## config.mk

```make
export PLATFORM = sky130hd
export DESIGN_NAME = sorted_priority_queue_core
export DESIGN_NICKNAME = d
export VERILOG_FILES = /design/src/hdl/spq_pkg.sv /design/src/hdl/spq_ctrl.sv /design/src/hdl/spq_datapath.sv /design/src/hdl/sorted_priority_queue_core.sv
export SDC_FILE = /design/constraint.sdc
export NUM_CORES = 2
export LEC_CHECK = 0
export CORE_ASPECT_RATIO = 1.4
export CORE_MARGIN = 4
export CORE_UTILIZATION = 34
export DETAILED_ROUTE_END_ITERATION = 7
export DONT_BUFFER_PORTS = 1
export GPL_TIMING_DRIVEN = 0
export SYNTH_ARGS = -nofsm -noshare
export SYNTH_HDL_FRONTEND = slang
export SYNTH_HIERARCHICAL = 1
export SYNTH_SLANG_ARGS = --single-unit
```

## constraint.sdc

```tcl
create_clock -name clk -period 14.6 [get_ports clk]
set_clock_uncertainty 0.05 [all_clocks]
set_input_delay 0.73 -clock clk [delete_from_list [all_inputs] [get_ports clk]]
set_output_delay 0.73 -clock clk [all_outputs]
set_load 0.02 [all_outputs]
```

## src/hdl/spq_pkg.sv

```systemverilog
// ----------------------------------------------------------------------------
// spq_pkg: shared types and constants for the sorted priority queue
// holds operation and status codes, controller states and the command bundle
// ----------------------------------------------------------------------------
package spq_pkg;

  parameter int unsigned SPQ_DEPTH = 16;

  localparam int unsigned DATA_W   = 32;
  localparam int unsigned PRIO_W   = 16;
  localparam int unsigned STATUS_W = 2;
  localparam int unsigned FILL_W   = 5;

  // operation selector carried on the input tuser
  typedef enum logic {
    OP_ENQ = 1'b0,
    OP_DEQ = 1'b1
  } spq_op_t;

  // result status
  typedef enum logic [STATUS_W-1:0] {
    ST_OK    = 2'd0,
    ST_EMPTY = 2'd1,
    ST_FULL  = 2'd2
  } spq_status_t;

  // controller states
  typedef enum logic {
    S_IDLE,
    S_EXEC
  } spq_state_t;

  // controller to datapath commands
  typedef struct packed {
    logic load;  // capture the input item
    logic exec;  // update the entries and the result register
  } spq_cmd_t;

endpackage

```

## src/hdl/spq_ctrl.sv

```systemverilog
// ----------------------------------------------------------------------------
// spq_ctrl: handshake and sequencing controller
// accepts one item, runs the update in S_EXEC, holds the result until taken
// ----------------------------------------------------------------------------
module spq_ctrl (
  input  logic               clk,
  input  logic               rst_n,
  input  logic               in_tvalid,
  output logic               in_tready,
  output logic               out_tvalid,
  input  logic               out_tready,
  output spq_pkg::spq_cmd_t  cmd
);
  import spq_pkg::*;

  spq_state_t state_r, state_nxt;
  logic       out_valid_r, out_valid_nxt;

  always_ff @(posedge clk) begin
    if (!rst_n) begin
      state_r     <= S_IDLE;
      out_valid_r <= 1'b0;
    end else begin
      state_r     <= state_nxt;
      out_valid_r <= out_valid_nxt;
    end
  end

  always_comb begin
    state_nxt = state_r;
    in_tready = 1'b0;
    cmd.load  = 1'b0;
    cmd.exec  = 1'b0;
    unique case (state_r)
      S_IDLE: begin
        // result register frees up in the same cycle it is taken
        in_tready = !out_valid_r || out_tready;
        if (in_tvalid && in_tready) begin
          cmd.load  = 1'b1;
          state_nxt = S_EXEC;
        end
      end
      S_EXEC: begin
        cmd.exec  = 1'b1;
        state_nxt = S_IDLE;
      end
      default: state_nxt = S_IDLE;
    endcase
    out_valid_nxt = cmd.exec || (out_valid_r && !out_tready);
  end

  assign out_tvalid = out_valid_r;

endmodule

```

## src/hdl/spq_datapath.sv

```systemverilog
// ----------------------------------------------------------------------------
// spq_datapath: row of sorted entry cells with parallel compare and shift
// each cell compares against the new priority and picks its next contents
// ----------------------------------------------------------------------------
module spq_datapath #(
  parameter int unsigned DEPTH = spq_pkg::SPQ_DEPTH
) (
  input  logic                              clk,
  input  logic                              rst_n,
  input  spq_pkg::spq_cmd_t                 cmd,
  input  logic                              in_op,
  input  logic signed [spq_pkg::DATA_W-1:0] in_data,
  input  logic signed [spq_pkg::PRIO_W-1:0] in_prio,
  output logic signed [spq_pkg::DATA_W-1:0] res_data,
  output logic [spq_pkg::STATUS_W-1:0]      res_status,
  output logic [spq_pkg::FILL_W-1:0]        res_fill
);
  import spq_pkg::*;

  localparam int unsigned CW = $clog2(DEPTH + 1);

  // captured item
  spq_op_t                  op_r;
  logic signed [DATA_W-1:0] din_r;
  logic signed [PRIO_W-1:0] pin_r;

  // entry cells, head at index zero
  logic signed [DATA_W-1:0] data_r   [DEPTH];
  logic signed [PRIO_W-1:0] prio_r   [DEPTH];
  logic signed [DATA_W-1:0] data_nxt [DEPTH];
  logic signed [PRIO_W-1:0] prio_nxt [DEPTH];
  logic [CW-1:0]            count_r, count_nxt;

  // neighbor taps and compare flags
  logic signed [DATA_W-1:0] dn_data [DEPTH];
  logic signed [PRIO_W-1:0] dn_prio [DEPTH];
  logic signed [DATA_W-1:0] up_data [DEPTH];
  logic signed [PRIO_W-1:0] up_prio [DEPTH];
  logic [DEPTH-1:0]         ge;
  logic [DEPTH-1:0]         prev_ge;

  logic        do_enq, do_deq;
  spq_status_t status_nxt;

  // result register
  logic signed [DATA_W-1:0] res_data_r;
  spq_status_t              res_status_r;
  logic [FILL_W-1:0]        res_fill_r;

  always_ff @(posedge clk) begin
    if (cmd.load) begin
      op_r  <= spq_op_t'(in_op);
      din_r <= in_data;
      pin_r <= in_prio;
    end
  end

  assign do_enq = cmd.exec && (op_r == OP_ENQ) && (count_r < CW'(DEPTH));
  assign do_deq = cmd.exec && (op_r == OP_DEQ) && (count_r != '0);

  genvar g;
  generate
    for (g = 0; g < DEPTH; g++) begin : g_cell
      // stored entries are sorted, so ge forms a prefix of the row
      assign ge[g] = (CW'(g) < count_r) && (prio_r[g] >= pin_r);

      if (g == 0) begin : g_head
        assign prev_ge[g] = 1'b1;
        assign dn_data[g] = din_r;
        assign dn_prio[g] = pin_r;
      end else begin : g_body
        assign prev_ge[g] = ge[g-1];
        assign dn_data[g] = data_r[g-1];
        assign dn_prio[g] = prio_r[g-1];
      end

      if (g == DEPTH - 1) begin : g_tail
        assign up_data[g] = data_r[g];
        assign up_prio[g] = prio_r[g];
      end else begin : g_inner
        assign up_data[g] = data_r[g+1];
        assign up_prio[g] = prio_r[g+1];
      end

      always_comb begin
        data_nxt[g] = data_r[g];
        prio_nxt[g] = prio_r[g];
        if (do_deq) begin
          data_nxt[g] = up_data[g];
          prio_nxt[g] = up_prio[g];
        end else if (do_enq) begin
          if (prev_ge[g] && !ge[g]) begin
            // insertion slot
            data_nxt[g] = din_r;
            prio_nxt[g] = pin_r;
          end else if (!prev_ge[g]) begin
            data_nxt[g] = dn_data[g];
            prio_nxt[g] = dn_prio[g];
          end
        end
      end

      always_ff @(posedge clk) begin
        data_r[g] <= data_nxt[g];
        prio_r[g] <= prio_nxt[g];
      end
    end
  endgenerate

  always_comb begin
    count_nxt = count_r;
    if (do_enq) begin
      count_nxt = count_r + CW'(1);
    end else if (do_deq) begin
      count_nxt = count_r - CW'(1);
    end
    if (op_r == OP_ENQ) begin
      status_nxt = do_enq ? ST_OK : ST_FULL;
    end else begin
      status_nxt = do_deq ? ST_OK : ST_EMPTY;
    end
  end

  always_ff @(posedge clk) begin
    if (!rst_n) begin
      count_r <= '0;
    end else begin
      count_r <= count_nxt;
    end
  end

  always_ff @(posedge clk) begin
    if (cmd.exec) begin
      res_data_r   <= do_deq ? data_r[0] : '0;
      res_status_r <= status_nxt;
      res_fill_r   <= FILL_W'(count_nxt);
    end
  end

  assign res_data   = res_data_r;
  assign res_status = res_status_r;
  assign res_fill   = res_fill_r;

endmodule

```

## src/hdl/sorted_priority_queue_core.sv

```systemverilog
// ----------------------------------------------------------------------------
// sorted_priority_queue_core: sorted-list priority queue with stream ports
// entries held in falling priority order, equal priorities leave in order
// ----------------------------------------------------------------------------
// usage
//   input channel in_*: in_tuser selects the operation (0 enqueue, 1 dequeue),
//   in_tdata carries the data word and priority for an enqueue; both are
//   ignored on a dequeue except the operation
//   result channel out_*: one item per input item, carrying the dequeued
//   data (zero otherwise), a status code and the fill count afterwards
//   timing: an accepted item is captured, the entry row updates in S_EXEC and
//   the result is registered; one item is in flight at a time, so a new item
//   is taken only after the controller is back in S_IDLE
//   the update works on all cells at once for any fill: every cell compares its
//   priority with the new one in parallel and shifts or loads in place
//   reset: synchronous, active low; the queue comes up empty and no result
//   is pending
//   stall: a result waits in the output register while out_tready is low;
//   a new item is taken only once that result is gone or leaving
//   errors: dequeue on empty and enqueue on full report a status and leave
//   the entries untouched
// ----------------------------------------------------------------------------
module sorted_priority_queue_core #(
  parameter int unsigned DEPTH = spq_pkg::SPQ_DEPTH
) (
  input  logic        clk,
  input  logic        rst_n,
  // input channel
  input  logic        in_tvalid,
  output logic        in_tready,
  input  logic [0:0]  in_tuser,   // [0] operation
  input  logic [47:0] in_tdata,   // [31:0] data_in, [47:32] priority_in
  // result channel
  output logic        out_tvalid,
  input  logic        out_tready,
  output logic [39:0] out_tdata   // [31:0] data_out, [33:32] status,
                                  // [38:34] fill_count, [39] zero
);
  import spq_pkg::*;

  spq_cmd_t                 cmd;
  logic signed [DATA_W-1:0] res_data;
  logic [STATUS_W-1:0]      res_status;
  logic [FILL_W-1:0]        res_fill;

  // sequencing and handshakes
  spq_ctrl u_ctrl (
    .clk        (clk),
    .rst_n      (rst_n),
    .in_tvalid  (in_tvalid),
    .in_tready  (in_tready),
    .out_tvalid (out_tvalid),
    .out_tready (out_tready),
    .cmd        (cmd)
  );

  // entry row and result register
  spq_datapath #(
    .DEPTH (DEPTH)
  ) u_datapath (
    .clk        (clk),
    .rst_n      (rst_n),
    .cmd        (cmd),
    .in_op      (in_tuser[0]),
    .in_data    (in_tdata[31:0]),
    .in_prio    (in_tdata[47:32]),
    .res_data   (res_data),
    .res_status (res_status),
    .res_fill   (res_fill)
  );

  // pack the result item, padding bit stays low
  assign out_tdata = {1'b0, res_fill, res_status, res_data};

  // full report only when the row really is at capacity
  localparam logic [FILL_W-1:0] FULL_FILL = FILL_W'(DEPTH);

  // one item at a time: the controller closes the input right after a take
  a_busy_after_take: assert property (@(posedge clk) disable iff (!rst_n)
    (in_tvalid && in_tready) |=> !in_tready)
    else $error("input taken while an item is still in flight");

  // every accepted item shows its result once the S_EXEC update has run
  a_result_latency: assert property (@(posedge clk) disable iff (!rst_n)
    (in_tvalid && in_tready) |-> ##2 out_tvalid)
    else $error("result missing after accepted item");

  a_full_count: assert property (@(posedge clk) disable iff (!rst_n)
    (out_tvalid && (out_tdata[33:32] == ST_FULL)) |-> (out_tdata[38:34] == FULL_FILL))
    else $error("full status with queue not at capacity");

  a_empty_result: assert property (@(posedge clk) disable iff (!rst_n)
    (out_tvalid && (out_tdata[33:32] == ST_EMPTY)) |->
      ((out_tdata[31:0] == '0) && (out_tdata[38:34] == '0)))
    else $error("empty status with data or nonzero fill");

endmodule
```

======== Yosys cells after proc, flatten, opt, wreduce, memory -nomap -nowiden ========
Memory sizes are Yosys's and may differ from the RTL's.
Index checks and enable logic that the tools add are counted.
Widths: inputs -> output; s select.
word-level totals
  bits in registers ....................... 95
  input port bits ......................... 53
  logic and storage cells ................. 241
  latch bits .............................. 0
  output and inout port bits .............. 42
  ROM bits ................................ 0
  RAM bits ................................ 768
  memories ................................ 2
memories
  memory             words  bits a word  read ports  clocked after Yosys merged registers in  write ports  line                source
  u_datapath.data_r  16     32           16          0                                        16           spq_datapath.sv:28  logic signed [DATA_W-1:0] data_r [DEPTH];
  u_datapath.prio_r  16     16           16          0                                        16           spq_datapath.sv:29  logic signed [PRIO_W-1:0] prio_r [DEPTH];
operators by class
  divide/modulo/power cells ............... 0
  shift operators ......................... 0
  mux-type cells .......................... 136
  reduce and logical (&&, ||, !) cells .... 57
  $lt $le $gt $ge ......................... 33
  eq/ne operators ......................... 0
  $mul .................................... 0
  bitwise logic cells ..................... 2
  $add $sub $neg .......................... 2
operators with widths
  operator             number
  $mux 32              63
  $mux 16              63
  $ge 16x16->1         16
  $lt 4x5->1 const A   8
  $logic_and 1x1->1    37
  $lt 3x5->1 const A   4
  $logic_not 1->1      17
  $lt 1x5->1 const A   2
  $lt 2x5->1 const A   2
  $mux 5               2
  $add 5x1->5 const B  1
  $lt 5x5->1 const B   1
  $mux 1               5
  $reduce_bool 5->1    1
  $sub 5x1->5 const B  1
  $mux 2               2
  $logic_or 1x1->1     2
  $not 1->1            2
  $pmux 1 s2           1

======== Longest topological paths before layout ========
An unclocked memory read counts as a cell.
  depth after elaboration ................. 8
  gate-level depth with buffers ........... 12
  depth with buffers taken out ............ 9

======== By module ========
The synthesis kept the hierarchy.
modules (own cells, without submodules)
  module                      seq. area each (um^2)  area an instance (um^2)  instances  cells an instance
  spq_datapath                25,804.7               48,552.8                 1          4,499
  spq_ctrl                    40.0                   103.8                    1          9
  sorted_priority_queue_core  0.0                    11.3                     1          2

======== Least setup slack after synthesis ========
No wires, ideal clock.
  path kind ............................... reg-to-reg
  start point ............................. reg, netlist name u_datapath/pin_r[7]
  end point ............................... mem u_datapath.data_r[6][0], in the netlist u_datapath/data_r[0][192], enable pin
  setup slack ............................. 8.138 ns
  clock period less this slack ............ 6.462 ns
  stages on the path, launching flop included .. 12
  buffers on the path ..................... 2
  arrival ................................. 5.892 ns
  path through ............................ edfxtp_1 inv_1 ha_1 a21oi_1 o21ai_0 a211o_1 nor4_1 a221o_1 clkbuf_1 clkbuf_1 nor2b_1 o21ai_0
RTL lines
  item              line
  end: declaration  spq_datapath.sv:28

==> flow_summary_export.csv <==
group,metric,value,unit
status,outcome,"finished, violations left",
status,violations,"capacitance limit, slew limit",
final_layout,fin_cells,6618,
yosys,synth-seq-cells,863,
yosys,synthFlopType,"edfxtp_1",
timing,max_freq,140.3,MHz
worst_setup_path,critPathSlowestCell,"clkbuf_1",
worst_setup_path,crit_path_start_kind,"flip-flop",
global_routing,grt_max_degree,50,
yosys,ys_warn_count,6,
worst_setup_path,worst-path-max-fanout,17,
place,dpl.hpwl,172.1,mm
place,gp_congestion,0.9986,
timing,setup_violations,0,
worst_setup_path,crit_buf_inv,4,
yosys,avgSynthCellArea,10.79,sq um
floorplan,die_h,455.7,microns
drt,ant_nets,0,
timing,hold_viol_final,0,
worst_setup_path,slowest_delay,0.98,ns
global_routing,track_usage,30.02,%
worst_setup_path,critPathKind,"flip-flop to flip-flop",
flow_run,cap_violations,4,
clocking,ctsLongestPathBuffers,3,
floorplan,num_rows,164,
yosys,ys_seq_area_share,53.10,%
clocking,clkSinkCount,863,
place,place_inst,6437,
timing,hold_ws,0.04079,ns
place,portBuffers,0,
yosys,synth_cell_types,70,
power_and_ir_drop,switching_share,27.07,%
global_routing,gr-total-overflow,0,
final_layout,drive_above_1_share,5.811,%
worst_setup_path,required,14.95,ns
hold_path,hp-class,"input pin to flip-flop",
worst_setup_path,critPathArrivalTime,7.48,ns
power_and_ir_drop,pwr-share-seq,48.0,%
power_and_ir_drop,p_sw,1653,uW
drt,route.vias.total,43190,
yosys,synth_nets,4822,
global_routing,antenna_found_initial,8,
clocking,cts_tree,"built",
drt,wirelength,233.4,mm
timing,slew_headroom,-6.655,%
power_and_ir_drop,power_frac_comb,11.4,%
global_routing,grt_pass1_wl,318.6,mm
worst_setup_path,setup.worst_path.end_class,"flip-flop",
floorplan,io_pins,95,
clocking,clk_latency,0.73,ns
drt,drt_first_iter_violations,5509,
timing,rsz0062_at_grt,"no",
final_layout,nets,4937,
yosys,async_flop_share,0,%
yosys,synthesis.area,48670,sq um
clocking,post_cts_buffers,0,
drt,routedWlPerCell,35.27,microns
worst_setup_path,crit_chain,"inv_1 -> ha_1 -> nand4_1 -> nor4_1 -> o21ai_0 -> a311o_1 -> clkbuf_1 -> a21oi_1 -> clkbuf_1 -> buf_1 -> o221ai_1",
clocking,ctsResizeCount,0,
floorplan,fp.coreArea,142400,sq um
power_and_ir_drop,p_int,4454,uW
timing,period_minus_slack,7.129,ns
yosys,synth_cells,4510,
worst_setup_path,path_common_cell,"clkbuf_1",
timing,finalMaxSlewViolations,52,
final_layout,fin_area,54630,sq um
clocking,ctsHoldBuffers,0,
final_layout,fill_cells,14100,
floorplan,initial_utilization,34.18,%
drt,viasPerCell,6.526,
clocking,numCtsBuffers,93,
timing,finalSetupTns,0,ns
power_and_ir_drop,power_frac_clock,40.6,%
floorplan,die-area,149300,sq um
clocking,h-tree-depth,3,
worst_setup_path,critPathTopFamily,"buffers and inverters",
drt,drc,0,
place,place_area,51560,sq um
yosys,synth_edf_count,856,
timing,tightestPinTransition,1.600,ns
floorplan,die_width,327.8,microns
power_and_ir_drop,powerDensity,111.8,nW/um^2
timing,period_share,48.83,%
drt,drt_pre_antenna_iters,8,
power_and_ir_drop,p_leak,0.02009,uW
timing,setup_ws,7.471,ns
clocking,root_buffer,"clkbuf_16",
place,place_ws,7.979,ns
power_and_ir_drop,irDropWorstVdd,77.94,uV
clocking,clk_pin_slew_worst_paths,0.06,ns
global_routing,first_global_vias,42900,
final_layout,area_delta_synth_final,12.26,%
-- cell type report --
class,instances,area [sq um],area share [%]
Inverter,56,210.2,0.3847
Clock inverter,52,546.8,1.001
Timing Repair Buffer,20,376.6,0.6893
Sequential cell,863,25840,47.31
Antenna cell,11,27.53,0.05038
Buffer,460,1817,3.325
Tap cell,1909,2389,4.372
Multi-Input combinational cell,3131,20970,38.38
Clock buffer,116,2456,4.496
-- worst reg2reg max path: stages (launching register included) --
cell,delay (ns)
edfxtp_1,0.44
inv_1,0.80
ha_1,0.30
nand4_1,0.16
nor4_1,0.72
o21ai_0,0.53
a311o_1,0.39
clkbuf_1,0.45
a21oi_1,0.78
clkbuf_1,0.98
buf_1,0.91
o221ai_1,0.27
-- synth_stat cells (5+ instances only) --
| master | instances | area (sq um) |
|---|---|---|
| buf_2 | 33 | 165.2 |
| nor2b_1 | 50 | 312.8 |
| a2bb2oi_1 | 49 | 429.2 |
| inv_1 | 56 | 210.2 |
| nand2b_1 | 8 | 50.05 |
| o21a_1 | 8 | 60.06 |
| or3_1 | 50 | 312.8 |
| buf_1 | 33 | 123.9 |
| nand4_1 | 42 | 262.8 |
| nor3_1 | 10 | 50.05 |
| a31oi_1 | 6 | 37.54 |
| nor4_1 | 8 | 50.05 |
| or2_2 | 5 | 31.28 |
| nand3_1 | 125 | 625.6 |
| and3_1 | 6 | 37.54 |
| edfxtp_1 | 856 | 25700 |
| dfxtp_1 | 7 | 140.1 |
| a211oi_1 | 7 | 52.55 |
| a211o_1 | 5 | 43.79 |
| o21ai_0 | 38 | 190.2 |
| o21ai_1 | 5 | 25.02 |
| o221ai_1 | 7 | 61.31 |
| or4_1 | 5 | 37.54 |
| a2111oi_0 | 7 | 61.31 |
| nand2_1 | 864 | 3243 |
| ha_1 | 259 | 3241 |
| a21oi_1 | 544 | 2723 |
| a221o_1 | 476 | 4765 |
| a21o_1 | 35 | 262.8 |
| a221oi_1 | 7 | 61.31 |
| nor2_1 | 57 | 214.0 |
| and2_1 | 42 | 262.8 |
| mux2_2 | 47 | 529.3 |
| clkbuf_1 | 388 | 1456 |
| o211ai_1 | 299 | 2245 |
-- layer usage --
metal | up-vias | track usage [%] | share of wire [%]
met3 | 888 | 7.457 | 9.3
met5 | - | 0 | 0.027
met1 | 21350 | 32.00 | 34
met4 | 6 | 23.39 | 8.9
met2 | 3022 | 50.73 | 48
li1 | 17930 | - | -
-- final timing paths --
kind,startpoint,to,slack [ns],cells after the start
worst max register to register,u_datapath/pin_r[15]$_DFFE_PP_,u_datapath/prio_r[1][48]$_DFFE_PP_,7.47,11
worst max-delay path,u_datapath/pin_r[15]$_DFFE_PP_,u_datapath/prio_r[1][48]$_DFFE_PP_,7.47,11
worst min-delay path,in_tdata[39],u_datapath/pin_r[7]$_DFFE_PP_,0.04,0
worst min register to register,u_ctrl/state_r$_SDFF_PN0_,u_ctrl/state_r$_SDFF_PN0_,0.47,1
-- power by group through the flow --
stage | sequential (uW) | combinational (uW) | clock [uW]
after detailed placement | 2980 | 667 | 0
after global routing | 2940 | 735 | 2590
after floorplan | 2950 | 409 | 0
final | 2930 | 695 | 2480
after global placement | 3000 | 640 | 0
after CTS | 2930 | 671 | 2500
-- flip-flops by register name, summed over array words and instances, names as in the netlist --
name                   flops
u_ctrl/out_tvalid          1
u_datapath/prio_r        256
u_datapath/pin_r          16
u_ctrl/state_r             1
u_datapath/count_r         5
u_datapath/din_r          32
u_datapath/res_status      2
u_datapath/res_fill        5
u_datapath/res_data       32
u_datapath/op_r            1
u_datapath/data_r        512
-- stage by stage --
stage                     power (uW)  util (%)
after floorplan                 3360         -
after global placement          3636     35.85
after detailed placement        3649     36.20
after CTS                       6099     38.31
after global routing            6268     38.35
final                           6107     38.36
-- cell families (layout without fill, tap and decap cells) --
group	Yosys count	after routing	synth area share, %
other	1	12	0.007705
xor gates and xnor gates	3	3	0.05400
and+or+nand+nor	1290	1290	11.63
DFF	863	863	53.10
adders and majority gates	259	259	6.659
AOI/OAI and AO/OA	1530	1530	23.30
muxes	48	48	1.108
buffers and inverters	516	704	4.134
-- cells in the final DEF (no fill, tap or decap), types with 15 or more instances in the layout --
cell type | synthesis | final
nand2_1 | 864 | 854
o21ai_0 | 38 | 34
a221o_1 | 476 | 476
ha_1 | 259 | 259
o211ai_1 | 299 | 299
nor2b_1 | 50 | 50
a21o_1 | 35 | 35
clkbuf_16 | 0 | 95
and2_1 | 42 | 42
nand4_1 | 42 | 42
nor2_1 | 57 | 57
a21oi_1 | 544 | 544
edfxtp_1 | 856 | 856
clkinv_1 | 0 | 19
or3_1 | 50 | 50
clkinv_2 | 0 | 15
a2bb2oi_1 | 49 | 49
nand3_1 | 125 | 125
buf_1 | 33 | 33
buf_2 | 33 | 33
inv_1 | 56 | 56
mux2_2 | 47 | 47
clkbuf_1 | 388 | 399
No activity file was read; power rests on OpenSTA's default activity.
